<file path="src/rtl/pcg32_pkg.sv">
// pcg32_pkg: shared types, constants and the xsh-rr output function
// used by the pcg32 generator top level and its serial arithmetic units
// no dependencies
package pcg32_pkg;

    localparam logic [63:0] LCG_MULT      = 64'h5851_F42D_4C95_7F2D;
    localparam logic [63:0] DEFAULT_STATE = 64'h0000_0000_BA5E_BA11;

    localparam int XSH_SHIFT_A = 18;
    localparam int XSH_SHIFT_B = 27;
    localparam int ROT_LSB     = 59;

    localparam int APB_AW = 4;
    localparam logic [APB_AW-1:0] ADDR_SEED = 4'h0;
    localparam logic [APB_AW-1:0] ADDR_SEQ  = 4'h8;

    typedef enum logic [1:0] {
        CMD_RAW     = 2'd0,
        CMD_BOUNDED = 2'd1,
        CMD_RESTART = 2'd2
    } cmd_t;

    typedef enum logic [1:0] {
        ST_IDLE,
        ST_BUSY,
        ST_DONE
    } state_t;

    // xorshift high bits, then rotate right by the top five state bits
    function automatic logic [31:0] xsh_rr(input logic [63:0] old);
        logic [31:0] mixed;
        logic [4:0]  rot;
        begin
            mixed = 32'(((old >> XSH_SHIFT_A) ^ old) >> XSH_SHIFT_B);
            rot   = old[63:ROT_LSB];
            xsh_rr = (mixed >> rot) | (mixed << 5'(5'd0 - rot));
        end
    endfunction

endpackage

</file>
<file path="src/rtl/pcg32_random_generator.sv">
// pcg32_random_generator: pcg32 xsh-rr generator with bounded and restart commands
// top level, apb register port, command sequencer and response register
// depends on pcg32_pkg, pcg32_lcg_mul, pcg32_mod_div
//
//   channel   handshake              payload                   direction
//   req       req_valid / req_stall  command, bound            into block
//   rsp       rsp_valid / rsp_stall  random_word, bound_error  out of block
//   apb       psel / penable / pready paddr, pwdata, prdata    register access
//
// raw and bounded transactions pass through the busy state until both units are idle:
// the radix-4 serial multiplier needs a setup step and 32 digit steps,
// the bit-serial remainder (32 steps) runs alongside it
// restart and unused commands skip the units and go straight to the done state
// reset (rst_n low, asynchronous) loads state and seed with 0xBA5EBA11
// and clears the sequence selector; one transaction is in flight at a time,
// and a finished response waits in its register while the next is accepted
module pcg32_random_generator
    import pcg32_pkg::*;
(
    input  logic              clk,
    input  logic              rst_n,
    // request channel
    input  logic              req_valid,
    output logic              req_stall,
    input  logic [1:0]        command,
    input  logic [31:0]       bound,
    // response channel
    output logic              rsp_valid,
    input  logic              rsp_stall,
    output logic [31:0]       random_word,
    output logic              bound_error,
    // register port
    input  logic              psel,
    input  logic              penable,
    input  logic              pwrite,
    input  logic [APB_AW-1:0] paddr,
    input  logic [63:0]       pwdata,
    output logic [63:0]       prdata,
    output logic              pready
);

    state_t      state_reg;
    state_t      state_next;

    logic [63:0] gen_state_reg;
    logic [63:0] seed_reg;
    logic [63:0] seq_reg;
    cmd_t        cmd_reg;
    logic        bound_zero_reg;
    logic [31:0] word_reg;

    logic        rsp_valid_reg;
    logic [31:0] rsp_word_reg;
    logic        rsp_err_reg;
    logic [31:0] rsp_word_next;
    logic        rsp_err_next;

    cmd_t        cmd_in;
    logic        req_accept;
    logic        rsp_take;
    logic        start_mul;
    logic        start_div;
    logic        units_idle;
    logic        load_rsp;
    logic        apb_write;

    logic        mul_busy;
    logic [63:0] mul_product;
    logic        div_busy;
    logic [31:0] div_rem;

    // handshakes
    assign cmd_in     = cmd_t'(command);
    assign req_stall  = (state_reg != ST_IDLE);
    assign req_accept = req_valid && !req_stall;
    assign rsp_take   = rsp_valid_reg && !rsp_stall;
    assign units_idle = !mul_busy && !div_busy;

    // both word commands advance the state; only bounded needs the remainder
    assign start_mul = req_accept && (cmd_in == CMD_RAW || cmd_in == CMD_BOUNDED);
    assign start_div = req_accept && (cmd_in == CMD_BOUNDED);

    // register port, writes complete in the access phase
    assign pready    = 1'b1;
    assign apb_write = psel && penable && pwrite && pready;

    always_comb
    begin
        case (paddr)
            ADDR_SEED: prdata = seed_reg;
            ADDR_SEQ:  prdata = seq_reg;
            default:   prdata = '0;
        endcase
    end

    // sequencer
    always_ff @(posedge clk or negedge rst_n)
    begin
        if (!rst_n)
        begin
            state_reg <= ST_IDLE;
        end
        else
        begin
            state_reg <= state_next;
        end
    end

    always_comb
    begin
        state_next = state_reg;
        load_rsp   = 1'b0;
        case (state_reg)
            ST_IDLE:
            begin
                if (req_accept)
                begin
                    state_next = start_mul ? ST_BUSY : ST_DONE;
                end
            end
            ST_BUSY:
            begin
                if (units_idle)
                begin
                    state_next = ST_DONE;
                end
            end
            ST_DONE:
            begin
                // response register free or emptied this cycle
                if (!rsp_valid_reg || !rsp_stall)
                begin
                    load_rsp   = 1'b1;
                    state_next = ST_IDLE;
                end
            end
            default:
            begin
                state_next = ST_IDLE;
            end
        endcase
    end

    // result selection from the finished transaction
    always_comb
    begin
        rsp_word_next = '0;
        rsp_err_next  = 1'b0;
        case (cmd_reg)
            CMD_RAW:
            begin
                rsp_word_next = word_reg;
            end
            CMD_BOUNDED:
            begin
                rsp_err_next  = bound_zero_reg;
                rsp_word_next = bound_zero_reg ? 32'd0 : div_rem;
            end
            default:
            begin
                rsp_word_next = '0;
            end
        endcase
    end

    // generator state and configuration registers
    always_ff @(posedge clk or negedge rst_n)
    begin
        if (!rst_n)
        begin
            gen_state_reg <= DEFAULT_STATE;
            seed_reg      <= DEFAULT_STATE;
            seq_reg       <= '0;
        end
        else
        begin
            if (apb_write && paddr == ADDR_SEED)
            begin
                seed_reg <= pwdata;
            end
            if (apb_write && paddr == ADDR_SEQ)
            begin
                seq_reg <= pwdata;
            end
            if (req_accept && cmd_in == CMD_RESTART)
            begin
                gen_state_reg <= seed_reg;
            end
            else if (state_reg == ST_BUSY && units_idle)
            begin
                gen_state_reg <= mul_product;
            end
        end
    end

    // transaction capture; output word comes from the old state
    always_ff @(posedge clk)
    begin
        if (req_accept)
        begin
            cmd_reg        <= cmd_in;
            bound_zero_reg <= (bound == 32'd0);
            word_reg       <= xsh_rr(gen_state_reg);
        end
    end

    // response register
    always_ff @(posedge clk or negedge rst_n)
    begin
        if (!rst_n)
        begin
            rsp_valid_reg <= 1'b0;
        end
        else if (load_rsp)
        begin
            rsp_valid_reg <= 1'b1;
        end
        else if (rsp_take)
        begin
            rsp_valid_reg <= 1'b0;
        end
    end

    always_ff @(posedge clk)
    begin
        if (load_rsp)
        begin
            rsp_word_reg <= rsp_word_next;
            rsp_err_reg  <= rsp_err_next;
        end
    end

    assign rsp_valid   = rsp_valid_reg;
    assign random_word = rsp_word_reg;
    assign bound_error = rsp_err_reg;

    // serial arithmetic units
    pcg32_lcg_mul u_lcg_mul (
        .clk       (clk),
        .rst_n     (rst_n),
        .start     (start_mul),
        .old_state (gen_state_reg),
        .increment (seq_reg | 64'd1),
        .busy      (mul_busy),
        .product   (mul_product)
    );

    pcg32_mod_div u_mod_div (
        .clk       (clk),
        .rst_n     (rst_n),
        .start     (start_div),
        .dividend  (xsh_rr(gen_state_reg)),
        .divisor   (bound),
        .busy      (div_busy),
        .remainder (div_rem)
    );

    // checks
    a_restart_load: assert property (@(posedge clk) disable iff (!rst_n)
        req_accept && cmd_in == CMD_RESTART |=> gen_state_reg == $past(seed_reg))
        else $error("restart did not load seed");

    a_units_idle: assert property (@(posedge clk) disable iff (!rst_n)
        state_reg == ST_IDLE |-> !mul_busy && !div_busy)
        else $error("arithmetic unit busy while sequencer idle");

    a_mul_start: assert property (@(posedge clk) disable iff (!rst_n)
        start_mul |=> mul_busy && state_reg == ST_BUSY)
        else $error("multiplier not running after word request");

    a_err_word: assert property (@(posedge clk) disable iff (!rst_n)
        rsp_valid_reg && rsp_err_reg |-> rsp_word_reg == 32'd0)
        else $error("bound error with nonzero word");

endmodule

</file>
<file path="src/rtl/pcg32_lcg_mul.sv">
// pcg32_lcg_mul: radix-4 serial multiply-add, state * LCG_MULT + increment
// one two-bit digit of the constant per cycle after a setup step
// depends on pcg32_pkg
module pcg32_lcg_mul
    import pcg32_pkg::*;
(
    input  logic        clk,
    input  logic        rst_n,
    input  logic        start,
    input  logic [63:0] old_state,
    input  logic [63:0] increment,
    output logic        busy,
    output logic [63:0] product
);

    logic        busy_reg;
    logic        prep_reg;
    logic [4:0]  cnt_reg;
    logic [63:0] acc_reg;
    logic [63:0] x1_reg;
    logic [63:0] x3_reg;
    logic [63:0] mdig_reg;
    logic [63:0] addend;

    always_comb
    begin
        case (mdig_reg[1:0])
            2'd1:    addend = x1_reg;
            2'd2:    addend = {x1_reg[62:0], 1'b0};
            2'd3:    addend = x3_reg;
            default: addend = '0;
        endcase
    end

    always_ff @(posedge clk or negedge rst_n)
    begin
        if (!rst_n)
        begin
            busy_reg <= 1'b0;
            prep_reg <= 1'b0;
            cnt_reg  <= '0;
        end
        else if (start)
        begin
            busy_reg <= 1'b1;
            prep_reg <= 1'b1;
            cnt_reg  <= '0;
        end
        else if (prep_reg)
        begin
            prep_reg <= 1'b0;
        end
        else if (busy_reg)
        begin
            cnt_reg <= cnt_reg + 5'd1;
            if (cnt_reg == 5'd31)
            begin
                busy_reg <= 1'b0;
            end
        end
    end

    always_ff @(posedge clk)
    begin
        if (start)
        begin
            acc_reg  <= increment;
            x1_reg   <= old_state;
            mdig_reg <= LCG_MULT;
        end
        else if (prep_reg)
        begin
            x3_reg <= x1_reg + {x1_reg[62:0], 1'b0};
        end
        else if (busy_reg)
        begin
            acc_reg  <= acc_reg + addend;
            x1_reg   <= {x1_reg[61:0], 2'b00};
            x3_reg   <= {x3_reg[61:0], 2'b00};
            mdig_reg <= {2'b00, mdig_reg[63:2]};
        end
    end

    assign busy    = busy_reg;
    assign product = acc_reg;

endmodule

</file>
<file path="src/rtl/pcg32_mod_div.sv">
// pcg32_mod_div: restoring serial remainder, one dividend bit per cycle
// 32 steps give dividend modulo divisor
// depends on pcg32_pkg
module pcg32_mod_div
    import pcg32_pkg::*;
(
    input  logic        clk,
    input  logic        rst_n,
    input  logic        start,
    input  logic [31:0] dividend,
    input  logic [31:0] divisor,
    output logic        busy,
    output logic [31:0] remainder
);

    logic        busy_reg;
    logic [4:0]  cnt_reg;
    logic [31:0] rem_reg;
    logic [31:0] dvd_reg;
    logic [31:0] dsr_reg;
    logic [32:0] trial;
    logic [32:0] diff;
    logic [31:0] rem_next;

    always_comb
    begin
        trial = {rem_reg, dvd_reg[31]};
        diff  = trial - {1'b0, dsr_reg};
        if (trial >= {1'b0, dsr_reg})
        begin
            rem_next = diff[31:0];
        end
        else
        begin
            rem_next = trial[31:0];
        end
    end

    always_ff @(posedge clk or negedge rst_n)
    begin
        if (!rst_n)
        begin
            busy_reg <= 1'b0;
            cnt_reg  <= '0;
        end
        else if (start)
        begin
            busy_reg <= 1'b1;
            cnt_reg  <= '0;
        end
        else if (busy_reg)
        begin
            cnt_reg <= cnt_reg + 5'd1;
            if (cnt_reg == 5'd31)
            begin
                busy_reg <= 1'b0;
            end
        end
    end

    always_ff @(posedge clk)
    begin
        if (start)
        begin
            rem_reg <= '0;
            dvd_reg <= dividend;
            dsr_reg <= divisor;
        end
        else if (busy_reg)
        begin
            rem_reg <= rem_next;
            dvd_reg <= {dvd_reg[30:0], 1'b0};
        end
    end

    assign busy      = busy_reg;
    assign remainder = rem_reg;

endmodule

</file>
<file path="config.mk">
export PLATFORM = sky130hd
export DESIGN_NAME = pcg32_random_generator
export DESIGN_NICKNAME = d
export VERILOG_FILES = /design/src/rtl/pcg32_pkg.sv /design/src/rtl/pcg32_random_generator.sv /design/src/rtl/pcg32_lcg_mul.sv /design/src/rtl/pcg32_mod_div.sv
export SDC_FILE = /design/constraint.sdc
export NUM_CORES = 2
export LEC_CHECK = 0
export ABC_AREA = 1
export BUFFER_PORTS_ARGS = -buffer_cell sky130_fd_sc_hd__buf_2
export CORE_AREA = 2 2 338 340
export CTS_CLUSTER_SIZE = 8
export DETAILED_ROUTE_END_ITERATION = 12
export DIE_AREA = 0 0 340 342
export GPL_TIMING_DRIVEN = 0
export SLEW_MARGIN = 0
export SYNTH_ARGS = -nofsm -noshare
export SYNTH_HDL_FRONTEND = slang
export SYNTH_SLANG_ARGS = --single-unit
</file>
<file path="constraint.sdc">
create_clock -name clk -period 11.9 [get_ports clk]
set_clock_uncertainty 0.15 [all_clocks]
set_input_delay 0 -clock clk [delete_from_list [all_inputs] [get_ports clk]]
set_output_delay 0 -clock clk [all_outputs]
set_load 0.01 [all_outputs]
</file>
==> metrics.txt <==
Initial Utilization=0.385; RSZ-0062 raised after global routing=false; overall global routing resource usage=0.293; TritonCTS Buffers=89; CTS H-tree lvls=3; vias in the first global route=roughly 42000; Worst-Skew Late Latency=approximately 0.68 ns; fin crit share=0.453; Routed Antenna Nets=0; critical path launch point type=register; top-count cell post-synth=nand2_1; Final Slew Violations=0; grt ovf=0; Top FF cell, synth=edfxtp_1; Fmax=between 0.15 and 0.2 GHz; drt initial violations=~4700; vias=approximately 45000; Final HPWL DP=around 140 mm; critical path endpoint category=register; sequence of cells on the critical path=inv_1 -> nor2_1 -> clkinv_1 -> clkbuf_1 -> o21ai_0 -> ha_1 -> inv_1 -> fa_1 -> inv_1 -> nand3_1 -> nand2_1 -> nand2_1 -> nand2_1 -> nand2_1 -> nand2_1 -> nand2_1 -> nand2_1 -> nand2_1 -> nand2_1 -> nand2_1 -> nand3_1 -> nand2_1; Slew HR=0.235; CTS Sinks=approximately 630; post-synthesis sequential area ratio=0.387; first-pass GRT wire length=about 260 mm; WL/cell=20.6 um; CP arrival=approximately 5.6 ns; Placed Instances=between 8000 and 9000; DRC=0; Post-synth top cells=nand2_1, inv_1, nand3_1, nor2_1, edfxtp_1; row count=about 120; Mapped Area=about 44000 sq um; drt total wl=roughly 170 mm; Hold WC Path Type=input port to register; post-CTS setup buffer count=0; die width=approximately 340 um; port bufs=207; First-pass DRT Iterations=8; Area Growth Syn to Fin=18.2%; synth top area cells=edfxtp_1, nand2_1, dfrtp_1; drt via density=~5.3; synth warn=0; crit-path most repeated cell=nand2_1; Post-synth EDFFs=~320; die area=around 120000 sq um; CTS tree=done; layout cell share with drive strength beyond 1=0.0669; Placer Congestion=around 1.0; Post-Syn Nets=approximately 6600; Worst Tran Pin Value=~1.1 ns; Critical-path top delay cell=o21ai_0; core area=approximately 110000 sq um; Root Driver=clkbuf_16; Post-Synthesis Cells=between 6000 and 7000; initial antenna violation count=3; clock-pin slew on the worst setup and hold paths=~0.050 ns; post-synth cell types=56; hold_buf cts=roughly 210; pin count of the biggest net entering global routing=approximately 110; status=complete, no violations; Die H=about 340 um; final hold vios=0; family with the most delay on the worst path=simple AND/OR/NAND/NOR gates; CP max stage delay=around 0.83 ns; min cycle time layout=~5.4 ns; largest area contributor in the netlist=edfxtp_1; Non-Filler Instances=8476; WP buf/inv=5; CP Class=register to register; reg2reg setup slack=around 6.5 ns; top cell type's share of synthesized area=0.223; DP Worst Slack=a little under 7 ns; final-stage net count=between 7000 and 8000; flops & latches, synth=625; max-cap violations=0; Final WS setup=between 6 and 7 ns; Worst EP required=about 12 ns; clk buf depth=3; Post-CTS Resized=0; Synth async-reset ratio=0.333; Syn Area/Cell=~6.8 sq um; num ports=209; Setup-failing EPs final=0; setup TNS=0 ns; Max FO, Critical Path=10
final cells by class:
cell class | count | area [sq um]
Clock buffer | 158 | 2540
Inverter | 1118 | 4200
Clock inverter | 8 | 139
Timing Repair Buffer | 422 | 3310
Multi-Input combinational cell | 4408 | 21500
Buffer | 223 | 988
Fill cell | 11600 | 61700
Tap cell | 1512 | 1890
Sequential cell | 625 | 16800
Antenna cell | 2 | 5.00
placed cells by master (no fill, tap or decap), types with 38 or more instances in the layout:
cell type	n
nand2_1	2189
xnor2_1	44
edfxtp_1	323
buf_2	261
dfxtp_1	94
o221ai_1	80
clkbuf_16	90
nor2_1	364
inv_1	1100
clkbuf_1	194
dlygate4sd3_1	206
a21oi_1	178
a22oi_1	39
dfrtp_1	174
ha_1	162
o22ai_1	50
o211ai_1	38
nand3_1	734
o21ai_0	268
worst reg2reg max path, delay by kind of cell (launching register included):
| kind | cells | cell delay [ns] |
|---|---|---|
| AND/OR/NAND/NOR | 14 | 1.79 |
| buffers and inverters | 5 | 1.15 |
| AO/OA/AOI/OAI | 1 | 0.83 |
| adder cells (fa/ha/maj) | 2 | 0.73 |
| flip-flops | 1 | 0.49 |
metrics by stage:
stage / util / hold slack (ns) / instance area, sq um
after floorplan: - / -0.446 / 43500
after global placement: 0.411 / 0.0428 / 46500
after detailed placement: 0.413 / -0.0581 / 46700
after CTS: 0.455 / 0.00603 / 51400
after global routing: 0.455 / 0.0500 / 51400
final: 0.455 / 0.0308 / 51400
path summary, 6_finish.rpt:
check | from | endpoint | cells past startpoint
worst max-delay path | u_lcg_mul.mdig_reg[0]$_SDFFE_PP1P_ | u_lcg_mul.product[62]$_DFFE_PP_ | 22
worst min-delay path | pwdata[58] | seed_reg[58]$_DFFE_PN0P_ | 4
worst max register to register | u_lcg_mul.mdig_reg[0]$_SDFFE_PP1P_ | u_lcg_mul.product[62]$_DFFE_PP_ | 22
worst min register to register | u_lcg_mul.mdig_reg[32]$_SDFFE_PP1P_ | u_lcg_mul.mdig_reg[30]$_SDFFE_PP1P_ | 2
max in group asynchronous | rst_n | gen_state_reg[60]$_DFFE_PN0P_ | 4
min in group asynchronous | rst_n | seed_reg[9]$_DFFE_PN1P_ | 3
metal layers:
layer / wire length [um] / up-vias / share of wire / GRT usage
met2: 76500 / 2010 / 0.44 / 0.461
met4: 6590 / 4 / 0.038 / 0.106
li1: - / 21500 / - / -
met5: 24 / - / 0.00014 / 0
met1: 76700 / 21100 / 0.44 / 0.411
met3: 14900 / 336 / 0.085 / 0.0402
kinds of logic (layout without fill, tap and decap cells):
kind of cell	after synthesis	in the layout	share of synthesized area
fa+ha+maj	165	165	0.0479
other cells	1	3	0.0000862
buf+inv	1341	1929	0.119
xor+xnor	56	56	0.0118
flops	625	625	0.387
simple gates	3429	3429	0.326
compound gates	726	726	0.100
mux	31	31	0.00802
Power is left out: the tool's default activity adds up to more than one toggle a clock period on the data nets, which glitch-free logic cannot reach.
